## config.mk

```make
export PLATFORM = sky130hd
export DESIGN_NAME = mono_note_priority_tracker
export DESIGN_NICKNAME = d
export VERILOG_FILES = /design/src/design/mnpt_pkg.sv /design/src/design/mnpt_key_map.sv /design/src/design/mono_note_priority_tracker.sv
export SDC_FILE = /design/constraint.sdc
export NUM_CORES = 1
export LEC_CHECK = 0
export ABC_AREA = 1
export BUFFER_PORTS_ARGS = -buffer_cell sky130_fd_sc_hd__buf_2
export CELL_PAD_IN_SITES_DETAIL_PLACEMENT = 1
export CELL_PAD_IN_SITES_GLOBAL_PLACEMENT = 2
export CORE_MARGIN = 2
export CORE_UTILIZATION = 38
export DETAILED_ROUTE_END_ITERATION = 16
export MAX_ROUTING_LAYER = met4
export PLACE_DENSITY_LB_ADDON = 0.25
export SLEW_MARGIN = 20
export SYNTH_ARGS = -nofsm -noshare
export SYNTH_HDL_FRONTEND = slang
export SYNTH_SLANG_ARGS = --single-unit
```

## constraint.sdc

```tcl
create_clock -name clk_i -period 3.6 [get_ports clk_i]
set_input_delay 0.54 -clock clk_i [delete_from_list [all_inputs] [get_ports clk_i]]
set_output_delay 0.54 -clock clk_i [all_outputs]
set_load 0.05 [all_outputs]
```

## src/design/mnpt_pkg.sv

```systemverilog
package mnpt_pkg;

  localparam int unsigned KEY_COUNT = 128;
  localparam int unsigned KEY_W = (KEY_COUNT > 1) ? $clog2(KEY_COUNT) : 1;

  localparam int unsigned NOTE_W = 7;
  localparam int unsigned COUNT_W = 8;
  localparam int unsigned CFG_IDX_W = 1;
  localparam int unsigned CFG_DATA_W = 7;

  localparam logic [3:0] KIND_NOTE_OFF = 4'h8;
  localparam logic [3:0] KIND_NOTE_ON = 4'h9;
  localparam logic [3:0] KIND_CTRL = 4'hB;

  localparam logic [CFG_IDX_W-1:0] CFG_SEQUENCER_ON = 1'd0;
  localparam logic [CFG_IDX_W-1:0] CFG_LOWEST_NOTE = 1'd1;

  localparam logic [COUNT_W-1:0] COUNT_MAX = '1;

  typedef struct packed {
    logic             busy;
    logic             done;
    logic             found;
    logic [KEY_W-1:0] key;
  } scan_status_t;

  function automatic logic [NOTE_W-1:0] note_index(input logic [NOTE_W-1:0] key,
                                                   input logic [NOTE_W-1:0] lowest);
    logic [NOTE_W-1:0] idx;
    if (key < lowest) begin
      idx = '0;
    end else begin
      idx = key - lowest;
    end
    return idx;
  endfunction

endpackage

```

## src/design/mnpt_key_map.sv

```systemverilog
module mnpt_key_map (
  input  logic                      clk_i,
  input  logic                      rst_ni,
  input  logic                      wr_en_i,
  input  logic [mnpt_pkg::KEY_W-1:0] wr_key_i,
  input  logic                      wr_val_i,
  input  logic                      scan_start_i,
  output mnpt_pkg::scan_status_t    scan_o
);

  logic                           held_mem [mnpt_pkg::KEY_COUNT];
  logic                           clr_q;
  logic [mnpt_pkg::KEY_W-1:0]     clr_idx_q;
  logic                           busy_q;
  logic [mnpt_pkg::KEY_W-1:0]     idx_q;
  logic                           rd_vld_q;
  logic                           rd_bit_q;
  logic [mnpt_pkg::KEY_W-1:0]     rd_key_q;
  logic                           hit;
  logic                           last;
  logic                           idx_last;
  logic                           clr_last;

  assign hit      = rd_vld_q && rd_bit_q;
  assign last     = rd_vld_q && (rd_key_q == mnpt_pkg::KEY_W'(mnpt_pkg::KEY_COUNT - 1));
  assign idx_last = (idx_q == mnpt_pkg::KEY_W'(mnpt_pkg::KEY_COUNT - 1));
  assign clr_last = (clr_idx_q == mnpt_pkg::KEY_W'(mnpt_pkg::KEY_COUNT - 1));

  assign scan_o.busy  = busy_q || clr_q;
  assign scan_o.done  = busy_q && (hit || last);
  assign scan_o.found = hit;
  assign scan_o.key   = rd_key_q;

  always_ff @(posedge clk_i) begin
    if (clr_q) begin
      held_mem[clr_idx_q] <= 1'b0;
    end else if (wr_en_i) begin
      held_mem[wr_key_i] <= wr_val_i;
    end
    rd_bit_q <= held_mem[idx_q];
  end

  always_ff @(posedge clk_i or negedge rst_ni) begin
    if (!rst_ni) begin
      clr_q     <= 1'b1;
      clr_idx_q <= '0;
      busy_q    <= 1'b0;
      idx_q     <= '0;
      rd_vld_q  <= 1'b0;
      rd_key_q  <= '0;
    end else begin
      if (clr_q) begin
        clr_idx_q <= clr_idx_q + 1'b1;
        if (clr_last) begin
          clr_q <= 1'b0;
        end
      end
      if (scan_start_i) begin
        busy_q   <= 1'b1;
        idx_q    <= '0;
        rd_vld_q <= 1'b0;
      end else if (busy_q) begin
        if (hit || last) begin
          busy_q   <= 1'b0;
          rd_vld_q <= 1'b0;
        end else begin
          rd_vld_q <= 1'b1;
          rd_key_q <= idx_q;
          if (!idx_last) begin
            idx_q <= idx_q + 1'b1;
          end
        end
      end
    end
  end

  a_start_clears_index: assert property (@(posedge clk_i) disable iff (!rst_ni)
    scan_start_i |=> (busy_q && idx_q == '0 && !rd_vld_q))
    else $error("Scan did not start at the lowest key.");

  a_found_is_held: assert property (@(posedge clk_i) disable iff (!rst_ni)
    (scan_o.done && scan_o.found) |-> held_mem[rd_key_q])
    else $error("Scan reported a key that is not held.");

  a_scan_steps: assert property (@(posedge clk_i) disable iff (!rst_ni)
    (busy_q && !scan_o.done && !scan_start_i && !idx_last) |=>
      (busy_q && idx_q == $past(idx_q) + 1'b1))
    else $error("Scan index did not advance by one.");

  a_no_write_during_scan: assert property (@(posedge clk_i) disable iff (!rst_ni)
    scan_o.busy |-> !wr_en_i)
    else $error("Key map written during a scan or the clearing pass.");

  a_no_scan_while_clearing: assert property (@(posedge clk_i) disable iff (!rst_ni)
    clr_q |-> !scan_start_i)
    else $error("Scan started during the clearing pass.");

endmodule

```

## src/design/mono_note_priority_tracker.sv

```systemverilog
// Most messages have their result registered in the cycle after they are accepted.
// Releasing the sounding note while other keys stay held starts a scan of the key map,
// one registered read per cycle from the lowest key; that result is registered when
// the scan hits a held key or reads the last key. Throughput is one transaction per
// cycle without a scan or output stall. Reset clears the held count, sounding note,
// velocity and both registers; a clearing pass empties the key map while input stalls.
module mono_note_priority_tracker (
  input  logic                            clk_i,
  input  logic                            rst_ni,
  input  logic                            cfg_we_i,
  input  logic [mnpt_pkg::CFG_IDX_W-1:0]  cfg_idx_i,
  input  logic [mnpt_pkg::CFG_DATA_W-1:0] cfg_wdata_i,
  input  logic                            in_valid_i,
  output logic                            in_stall_o,
  input  logic [7:0]                      status_byte_i,
  input  logic [6:0]                      data_one_i,
  input  logic [6:0]                      data_two_i,
  output logic                            out_valid_o,
  input  logic                            out_stall_i,
  output logic                            key_on_o,
  output logic                            key_off_o,
  output logic [6:0]                      current_note_o,
  output logic [6:0]                      velocity_o,
  output logic                            cc_valid_o,
  output logic [6:0]                      cc_number_o,
  output logic [6:0]                      cc_value_o
);

  typedef enum logic {
    ST_IDLE,
    ST_SCAN
  } state_e;

  state_e                            state_q;
  logic                              seq_on_q;
  logic [mnpt_pkg::NOTE_W-1:0]       lowest_q;
  logic [mnpt_pkg::COUNT_W-1:0]      count_q;
  logic [mnpt_pkg::NOTE_W-1:0]       sounding_q;
  logic [mnpt_pkg::NOTE_W-1:0]       velocity_q;

  logic                              accept;
  logic [3:0]                        kind;
  logic                              is_on;
  logic                              is_off;
  logic                              is_cc;
  logic [mnpt_pkg::COUNT_W-1:0]      count_dec;
  logic                              matches_sounding;
  logic                              need_scan;
  logic                              in_map;
  logic                              load_result;
  logic [mnpt_pkg::NOTE_W-1:0]       sounding_d;
  logic [mnpt_pkg::COUNT_W-1:0]      count_d;
  logic [mnpt_pkg::NOTE_W-1:0]       velocity_d;
  logic                              key_off_d;
  logic [mnpt_pkg::NOTE_W-1:0]       scan_note;
  mnpt_pkg::scan_status_t            scan;

  assign in_stall_o = (state_q != ST_IDLE) || scan.busy || (out_valid_o && out_stall_i);
  assign accept     = in_valid_i && !in_stall_o;

  assign kind   = status_byte_i[7:4];
  assign is_on  = !seq_on_q && (kind == mnpt_pkg::KIND_NOTE_ON) && (data_two_i != '0);
  assign is_off = !seq_on_q && ((kind == mnpt_pkg::KIND_NOTE_OFF) ||
                  ((kind == mnpt_pkg::KIND_NOTE_ON) && (data_two_i == '0)));
  assign is_cc  = (kind == mnpt_pkg::KIND_CTRL);
  assign in_map = ({1'b0, data_one_i} < 8'(mnpt_pkg::KEY_COUNT));

  assign count_dec        = (count_q != '0) ? count_q - 1'b1 : '0;
  assign matches_sounding = (data_one_i >= lowest_q) &&
                            ((data_one_i - lowest_q) == sounding_q);
  assign need_scan        = is_off && (count_dec != '0) && matches_sounding;
  assign scan_note        = mnpt_pkg::note_index(7'(scan.key), lowest_q);
  assign load_result      = ((state_q == ST_IDLE) && accept && !need_scan) ||
                            ((state_q == ST_SCAN) && scan.done);

  always_comb begin
    sounding_d = sounding_q;
    count_d    = count_q;
    velocity_d = velocity_q;
    key_off_d  = 1'b0;
    if (!seq_on_q && (kind == mnpt_pkg::KIND_NOTE_ON)) begin
      velocity_d = data_two_i;
    end
    if (is_on) begin
      sounding_d = mnpt_pkg::note_index(data_one_i, lowest_q);
      count_d    = (count_q != mnpt_pkg::COUNT_MAX) ? count_q + 1'b1 : count_q;
    end else if (is_off) begin
      count_d   = count_dec;
      key_off_d = (count_dec == '0);
    end
  end

  mnpt_key_map u_key_map (
    .clk_i        (clk_i),
    .rst_ni       (rst_ni),
    .wr_en_i      (accept && (is_on || is_off) && in_map),
    .wr_key_i     (mnpt_pkg::KEY_W'(data_one_i)),
    .wr_val_i     (is_on),
    .scan_start_i (accept && need_scan),
    .scan_o       (scan)
  );

  always_ff @(posedge clk_i or negedge rst_ni) begin
    if (!rst_ni) begin
      state_q        <= ST_IDLE;
      seq_on_q       <= 1'b0;
      lowest_q       <= '0;
      count_q        <= '0;
      sounding_q     <= '0;
      velocity_q     <= '0;
      out_valid_o    <= 1'b0;
      key_on_o       <= 1'b0;
      key_off_o      <= 1'b0;
      current_note_o <= '0;
      velocity_o     <= '0;
      cc_valid_o     <= 1'b0;
      cc_number_o    <= '0;
      cc_value_o     <= '0;
    end else begin
      if (cfg_we_i) begin
        case (cfg_idx_i)
          mnpt_pkg::CFG_SEQUENCER_ON: seq_on_q <= cfg_wdata_i[0];
          mnpt_pkg::CFG_LOWEST_NOTE:  lowest_q <= cfg_wdata_i;
          default: ;
        endcase
      end
      if (load_result) begin
        out_valid_o <= 1'b1;
      end else if (out_valid_o && !out_stall_i) begin
        out_valid_o <= 1'b0;
      end
      case (state_q)
        ST_IDLE: begin
          if (accept) begin
            count_q    <= count_d;
            sounding_q <= sounding_d;
            velocity_q <= velocity_d;
            if (need_scan) begin
              state_q <= ST_SCAN;
            end else begin
              key_on_o       <= is_on;
              key_off_o      <= key_off_d;
              current_note_o <= sounding_d;
              velocity_o     <= velocity_d;
              cc_valid_o     <= is_cc;
              cc_number_o    <= is_cc ? data_one_i : '0;
              cc_value_o     <= is_cc ? data_two_i : '0;
            end
          end
        end
        ST_SCAN: begin
          if (scan.done) begin
            state_q        <= ST_IDLE;
            key_on_o       <= 1'b0;
            key_off_o      <= 1'b0;
            velocity_o     <= velocity_q;
            cc_valid_o     <= 1'b0;
            cc_number_o    <= '0;
            cc_value_o     <= '0;
            if (scan.found) begin
              sounding_q     <= scan_note;
              current_note_o <= scan_note;
            end else begin
              current_note_o <= sounding_q;
            end
          end
        end
        default: begin
          state_q <= ST_IDLE;
        end
      endcase
    end
  end

endmodule
```

==> impl_metrics.tcl, run 1 <==
set metrics [dict create \
    synth_edf_count 128 \
    placeableCoreArea_um2 28900 \
    grt_max_degree 69 \
    htreeDepth 1 \
    place_ws_ns 0.339 \
    cts_resized 0 \
    stdcell_area_um2 12800 \
    max_cap_viol_count 0 \
    max_freq_mhz 321 \
    clock_sinks 216 \
    ys_ff_latch 216 \
    initial_core_util_pct 38.7 \
    peakVddDrop_mv 0.288 \
    setup_violations 0 \
    rsz0062_at_grt "false" \
    num-nets-final 1408 \
    cts_max_path_buffers 3 \
    hold_buffers 0 \
    skew_ns 0.0162 \
    netlist_area_um2 11200 \
    vias_per_cell 5.35 \
    syn-num-nets 1348 \
    hold_class "in -> async" \
    drive_above_1_share_pct 12.1 \
    tritoncts "done" \
    synth-main-ff-cell "edfxtp_1" \
    port_buffers 63 \
    wl_per_cell_um 18.8 \
    clkTransAtPathRegs_ns 0.06 \
    worst_slack_ns 0.489 \
    synth_cells 1293 \
    yosys_warnings 0 \
    reg2reg_from "u_key_map.busy_q$_DFF_PN0_" \
    yosysUniqueCellTypes 47 \
    clkLatencyLatePin_ns 0.54 \
    tightest_slew_ns 0.940 \
    grt-ovfl-total 0 \
    async_reset_ff_share_pct 40.3 \
    r2r_slack_ns 0.49 \
    netlist_top_cells_count "nor2_1, nand2_1, nand3_1, edfxtp_1, o21ai_0" \
    tns_ns 0 \
    cts_root_buf "clkbuf_16" \
    rows 62 \
    place.gp.congestion 0.831 \
    cts_buffers 25 \
    yosysMostFrequentCell "nor2_1" \
    yosysTopAreaCell "edfxtp_1" \
    endpoint "u_key_map.held_mem[60]$_DFFE_PP_" \
    startpoint_type "flip-flop" \
    track_usage_pct 22.4 \
    drcViolationCount 0 \
    path_class "reg -> reg" \
    die_w_um 176 \
    power_leakage_uw 0.00558 \
    hold_violations 0 \
    first_iter_violations 588 \
    synth.avg_cell_area_um2 8.65 \
    cts_setup_buffers 0 \
    place_area_um2 12000 \
    synth.area.top_cells "edfxtp_1, dfrtp_1, nor2_1" \
    rr_worst_depth 8 \
    grt_antenna_before_repair 0 \
    critPathLaunch "u_key_map.busy_q$_DFF_PN0_" \
    dr.pass1.iters 7 \
    antenna_violating_nets_post_route 0 \
    finalCritPeriodShare_pct 86.4 \
    grt_pass1_wl_um 52900 \
    slew_violations 0 \
    pin_count 68 \
    p_per_area_nw_per_um2 549 \
    slew_headroom_pct 37.2 \
    cp.required_ns 3.81 \
    num_antenna_cells 0 \
    die_area_um2 30800 \
    cp_max_fo 18 \
    grt_pass1_vias 9434 \
    wirelength_um 33100 \
    end_kind "flip-flop" \
    hpwl_um 22400 \
    r2r-end "u_key_map.held_mem[60]$_DFFE_PP_" \
    seq_area_frac_synth_pct 54.1 \
    min_period_ns 3.11 \
    worst_ep_arrival_time_ns 3.32 \
    die_h_um 176 \
    num_vias 9397 \
    yosys.area.top_type_share_pct 34.4 \
    syn_to_final_growth_pct 14.7 \
    outcome "complete, no violations" \
]
[per-stage QoR]
step / std cells / total power [uW] / utilization [%] / hold WS, ns
final: 1756 / 7030 / 44.4 / 0.0921
after global routing: 1756 / 7420 / 44.4 / 0.182
after CTS: 1756 / 7120 / 44.4 / 0.134
after detailed placement: 1710 / 4530 / 41.6 / 0.479
after global placement: 1710 / 4490 / 41.6 / 0.470
after floorplan: 1293 / 4040 / - / 0.244
[cell families (layout without fill, tap and decap cells)]
| kind of cell | count (synthesis) | in the layout | synth area share, % |
|---|---|---|---|
| adder cells (fa/ha/maj) | 20 | 20 | 2.37 |
| flip-flops | 216 | 216 | 54.1 |
| AND/OR/NAND/NOR | 664 | 664 | 25.8 |
| buffers and inverters | 155 | 234 | 5.40 |
| AO/OA/AOI/OAI | 227 | 227 | 11.5 |
| multiplexers | 4 | 4 | 0.358 |
| XOR/XNOR | 7 | 7 | 0.548 |
[power breakdown]
| part | total (uW) | leakage [uW] | internal (uW) | switching [uW] |
|---|---|---|---|---|
| sequential | 2920 | 0.00260 | 2760 | 163 |
| clock | 2570 | 0.000411 | 1530 | 1040 |
| combinational | 1540 | 0.00257 | 481 | 1060 |
[state kept, by name, indices dropped and copies added (netlist names)]
register	cells
lowest_q	7
u_key_map.held_mem	128
velocity_q	7
u_key_map.idx_q	7
u_key_map.rd_key_q	7
cc_value_o	7
u_key_map.rd_bit_q	1
cc_number_o	7
out_valid_o	1
key_on_o	1
u_key_map.clr_q	1
u_key_map.clr_idx_q	7
seq_on_q	1
sounding_q	7
velocity_o	7
u_key_map.rd_vld_q	1
cc_valid_o	1
state_q	1
key_off_o	1
count_q	8
u_key_map.busy_q	1
current_note_o	7
[critical path: stages, from the launching register on]
cell     delay, ns
dfrtp_1       0.42
nor2_2        0.23
nand4_4       0.13
nor4_4        0.14
buf_4         0.31
o21ai_2       0.18
inv_1         0.23
nand4_1       0.78
nor2_1        0.38
[area by class of cell]
cell class                 instances  area (um2)
fill                            3440       16000
sequential                       216        6040
multi-input combinational        922        4530
clock buffer                      36         718
timing repair buffer              90         571
tap                              384         480
inverter                          98         368
clock inverter                    10         108
[layer usage]
layer	wire length [um]	track usage, %	share of wire (%)
met5	0	-	0
met4	503	4.13	1.5
met3	1260	2.51	3.8
met2	15200	35.2	46
met1	16100	31.7	49
[how the worst min path moves through the flow]
| stage | start | end | slack (ns) | cells after the start |
|---|---|---|---|---|
| floorplan | rst_ni | cc_number_o[0]$_DFFE_PN0P_ | 0.24 | 0 |
| global placement | u_key_map.idx_q[6]$_DFFE_PN0P_ | u_key_map.rd_bit_q$_DFF_P_ | 0.47 | 2 |
| detailed placement | u_key_map.idx_q[6]$_DFFE_PN0P_ | u_key_map.rd_bit_q$_DFF_P_ | 0.48 | 2 |
| CTS | rst_ni | cc_valid_o$_DFFE_PN0P_ | 0.13 | 1 |
| global route | rst_ni | current_note_o[2]$_DFFE_PN0P_ | 0.18 | 1 |
| finish | rst_ni | current_note_o[1]$_DFFE_PN0P_ | 0.09 | 1 |
[cells in the final DEF (no fill, tap or decap), types with 4 or more instances in the layout]
cell type  synthesis  final
nand3_1          136    136
mux2i_1            4      4
clkinv_2           0      6
ha_1              18     18
o21ai_2            7      7
inv_1             88     87
buf_2             11     62
dfrtp_1           86     85
nor2_4             5      5
nor3_1            17     17
xor2_1             7      7
edfxtp_1         128    128
inv_2              5      6
nor2_1           261    261
nand4_1           20     20
o22ai_1           11     11
buf_4              0     24
o211ai_1          15     15
nand2_1          200    200
nor3b_1            4      4
a22oi_1           10     10
buf_12             0      4
clkbuf_1          43      7
a21oi_1           54     54
o21ai_0          114    114
o221ai_1           6      6
nand2_2            6      6
or2_2              5      5
clkinv_1           5      5
clkbuf_16          0     26
(Power assumes the default switching activity.)
==> inputs of run 2 (changes only) <==
- REMOVE_ABC_BUFFERS: default -> 1
==> impl_metrics.tcl, run 2 (same netlist as run 1, synthesis figures left out) <==
set metrics [dict create \
    cp_max_fo 16 \
    cts_buffers 26 \
    drive_above_1_share_pct 12.5 \
    antenna_violating_nets_post_route 0 \
    grt-ovfl-total 0 \
    cts_root_buf "clkbuf_16" \
    clkTransAtPathRegs_ns 0.07 \
    num-nets-final 1415 \
    min_period_ns 2.95 \
    cp_cell_sequence "nor2_2 > nand4_4 > nor4_4 > buf_4 > o21ai_2 > nor2_1 > nand2_1 > nor2_1" \
    cts_setup_buffers 0 \
    syn_to_final_growth_pct 14.8 \
    track_usage_pct 22.8 \
    max_cap_viol_count 0 \
    grt_pass1_wl_um 53600 \
    hold_buffers 0 \
    mostFrequentLayoutCell "nor2_1" \
    die_h_um 176 \
    initial_core_util_pct 38.7 \
    cp.required_ns 3.83 \
    rows 62 \
    rsz0062_at_grt "false" \
    p_per_area_nw_per_um2 546 \
    regMostFlops "u_key_map.held_mem" \
    path_class "reg -> reg" \
    mostFrequentLayoutCells "nor2_1, nand2_1, nand3_1" \
    grt_pass1_vias 9619 \
    crit_path_frequent_cell "nor2_1" \
    port_buffers 63 \
    cts_max_path_buffers 3 \
    hpwl_um 22800 \
    wirelength_um 33600 \
    skew_ns 0.0127 \
    clock_sinks 216 \
    reg_top3 "u_key_map.held_mem: 128 flops, count_q: 8 flops" \
    largest_reg_flops 128 \
    dp_cells 1716 \
    tightest_slew_ns 0.905 \
    stdcell_area_um2 12800 \
    die_w_um 176 \
    slew_violations 0 \
    finalCritPeriodShare_pct 82.1 \
    num_antenna_cells 0 \
    vias_per_cell 5.35 \
    num_vias 9444 \
    grt_antenna_before_repair 0 \
    tritoncts "done" \
    place_area_um2 12000 \
    pin_count 68 \
    rr_worst_depth 8 \
    max_freq_mhz 338 \
    power_leakage_uw 0.00557 \
    hold_class "in -> async" \
    first_iter_violations 549 \
    setup_violations 0 \
    end_kind "flip-flop" \
    hold_violations 0 \
    fillerInstances 3440 \
    wl_per_cell_um 19.1 \
    worst_ep_arrival_time_ns 3.19 \
    placeableCoreArea_um2 28900 \
    cp_slowest_stage_delay_ns 0.43 \
    place.gp.congestion 0.862 \
    dr.pass1.iters 4 \
    grt_max_degree 64 \
    htreeDepth 1 \
    peakVddDrop_mv 0.325 \
    die_area_um2 30800 \
    startpoint_type "flip-flop" \
    critPathSlowestCell "nor2_1" \
    slew_headroom_pct 39.7 \
    tns_ns 0 \
    final_cells 1764 \
    outcome "complete, no violations" \
    drcViolationCount 0 \
    clkLatencyLatePin_ns 0.53 \
    cts_resized 0 \
]
-- run 2: per-layer routing --
layer	part of all wire, %	track usage, %
met1	48	32.1
met2	46	35.5
met3	4.1	3.18
met4	1.7	4.65
met5	0	-
-- run 2: worst max-delay path: cells and delay by family (launching register included) --
family	cells	cell delay [ns]
simple gates	6	1.77
flops	1	0.42
compound gates	1	0.14
buf+inv	1	0.32
-- run 2: metrics by stage --
| stage | worst slack, ns | total power [uW] | hold slack [ns] | utilization, % |
|---|---|---|---|---|
| after floorplan | -0.246 | 4000 | 0.244 | - |
| after global placement | 0.502 | 4510 | 0.459 | 41.6 |
| after detailed placement | 0.453 | 4550 | 0.460 | 41.6 |
| after CTS | 0.593 | 7090 | 0.136 | 44.5 |
| after global routing | 0.381 | 7400 | 0.155 | 44.5 |
| final | 0.645 | 7010 | 0.0964 | 44.5 |
-- run 2: area by class of cell --
cell class,count,area [um2],area share [%]
clock inverters,18,131,1.02
inverters,98,368,2.87
repair buffers,96,591,4.60
well taps,384,480,3.74
multi-input cells,922,4530,35.3
clock buffers,30,687,5.35
flip-flops and latches,216,6040,47.1
-- run 2: where the power goes --
part	total, uW	internal (uW)	switching, uW
clock	2510	1440	1070
sequential	2900	2760	146
combinational	1590	487	1100
-- run 2: worst paths after layout --
path / endpoint / slack [ns] / start
setup / recovery: u_key_map.held_mem[112]$_DFFE_PP_ / 0.65 / u_key_map.busy_q$_DFF_PN0_
hold / removal: count_q[3]$_DFFE_PN0P_ / 0.1 / rst_ni
setup reg to reg: u_key_map.held_mem[112]$_DFFE_PP_ / 0.65 / u_key_map.busy_q$_DFF_PN0_
hold reg to reg: u_key_map.rd_bit_q$_DFF_P_ / 0.46 / u_key_map.idx_q[6]$_DFFE_PN0P_
max in group asynchronous: velocity_o[2]$_DFFE_PN0P_ / 2.67 / rst_ni
min in group clk_i: seq_on_q$_DFFE_PN0P_ / 0.24 / cfg_we_i
==> inputs of run 3 (changes only) <==
- clock period: 3.6 -> 2.8 ns (I/O delays scaled with it)
==> impl_metrics.tcl, run 3 (same netlist as run 1, synthesis figures left out) <==
set metrics [dict create \
    cts_setup_buffers 0 \
    skew_ns 0.0233 \
    placeableCoreArea_um2 28900 \
    setup_violations 0 \
    first_iter_violations 598 \
    cp.required_ns 3.05 \
    slew_headroom_pct 52.8 \
    grt_pass1_vias 9714 \
    dr.pass1.iters 5 \
    hold_class "in -> reg" \
    pin_count 68 \
    tightest_slew_ns 0.707 \
    initial_core_util_pct 38.7 \
    num_antenna_cells 0 \
    outcome "complete, no violations" \
    grt_max_degree 46 \
    peakVddDrop_mv 0.402 \
    htreeDepth 1 \
    vias_per_cell 5.36 \
    reg_top3 "u_key_map.held_mem: 128 flops, count_q: 8 flops" \
    startpoint_type "flip-flop" \
    p_per_area_nw_per_um2 704 \
    die_w_um 176 \
    num_vias 9540 \
    final-seq-area_um2 6040 \
    clkTransAtPathRegs_ns 0.06 \
    port_buffers 63 \
    regMostFlops "u_key_map.held_mem" \
    rows 62 \
    finalCritPeriodShare_pct 94.2 \
    num-nets-final 1430 \
    track_usage_pct 23.4 \
    mostFrequentLayoutCell "nor2_1" \
    utilization_pct 45.4 \
    largest_reg_flops 128 \
    end_kind "flip-flop" \
    place_area_um2 12200 \
    power_leakage_uw 0.00572 \
    wl_per_cell_um 19.6 \
    hold-path-cell-count 2 \
    grt_antenna_before_repair 0 \
    cts_buffers 26 \
    clock_sinks 216 \
    min_period_ns 2.64 \
    wirelength_um 34900 \
    die_area_um2 30800 \
    place.gp.congestion 0.849 \
    hpwl_um 23200 \
    cp_max_fo 18 \
    stdcell_area_um2 13100 \
    die_h_um 176 \
    tritoncts "done" \
    hold_violations 0 \
    path_class "reg -> reg" \
    drive_above_1_share_pct 13.8 \
    cts_max_path_buffers 3 \
    slew_violations 0 \
    antenna_violating_nets_post_route 0 \
    fillerInstances 3478 \
    max_cap_viol_count 0 \
    max_freq_mhz 379 \
    mostFrequentLayoutCells "nor2_1, nand2_1, nand3_1" \
    grt-ovfl-total 0 \
    cts_root_buf "clkbuf_16" \
    multiInputGateArea_um2 4550 \
    clkLatencyLatePin_ns 0.55 \
    worst_ep_arrival_time_ns 2.89 \
    drcViolationCount 0 \
    syn_to_final_growth_pct 17.2 \
    grt_pass1_wl_um 54600 \
    rr_worst_depth 8 \
]
run 3: cell count changes in the layout (fill, tap and decap cells not counted), sizes merged:
cell	before	now
clkbuf	30	35
dlygate4sd3	0	1
buf	96	108
bufinv	1	2
clkinvlp	6	2
run 3: area by class of cell:
type / instances / share of cell area, %
clock buffers: 33 / 5.33
clock inverters: 15 / 1.10
inverters: 98 / 2.81
multi-input cells: 922 / 34.7
flip-flops and latches: 216 / 46.1
well taps: 384 / 3.67
repair buffers: 111 / 6.25
run 3: path summary, 6_finish.rpt:
check	from	slack [ns]	to
setup / recovery	u_key_map.busy_q$_DFF_PN0_	0.16	u_key_map.held_mem[59]$_DFFE_PP_
hold / removal	cfg_we_i	0.10	seq_on_q$_DFFE_PN0P_
setup reg to reg	u_key_map.busy_q$_DFF_PN0_	0.16	u_key_map.held_mem[59]$_DFFE_PP_
hold reg to reg	u_key_map.idx_q[6]$_DFFE_PN0P_	0.48	u_key_map.rd_bit_q$_DFF_P_
max in group asynchronous	rst_ni	1.63	u_key_map.clr_q$_DFF_PN1_
min in group asynchronous	rst_ni	0.44	count_q[3]$_DFFE_PN0P_
run 3: through the flow:
stage	instances	total power (uW)	TNS, ns	hold WS, ns	setup WS (ns)
finish	1779	9230	0	0.103	0.163
global route	1779	9710	-0.00280	0.0984	-0.00172
CTS	1777	9290	0	0.0921	0.101
detailed placement	1728	5910	-2.32	0.458	-0.101
global placement	1728	5860	-0.539	0.448	-0.0286
floorplan	1236	5150	-163.40	0.124	-1.05
run 3: metal layers:
metal | GRT usage [%] | up-vias | share of wire [%]
met5 | - | - | 0
met4 | 4.72 | 0 | 1.8
met3 | 2.53 | 44 | 3.2
met2 | 37.4 | 114 | 47
met1 | 32.5 | 4803 | 48
li1 | - | 4579 | -
run 3: what timing repair did:
action / in CTS / in global routing
resized for setup: 0 / 7
hold endpoints to repair: 42 / 0
hold buffers: 1 / 0
setup endpoints to repair: 0 / 32
run 3: power by group:
part | switching (uW) | internal [uW]
Clock | 1400 | 1960
Combinational | 1440 | 676
Sequential | 208 | 3550
Total | 3050 | 6180
run 3: critical path: stages (launching register included):
cell	delay (ns)
dfrtp_1	0.42
nor2_2	0.27
nand4_4	0.19
nor4_4	0.23
buf_12	0.21
o21ai_2	0.10
nor2_1	0.39
nand2_1	0.31
nor2_1	0.20
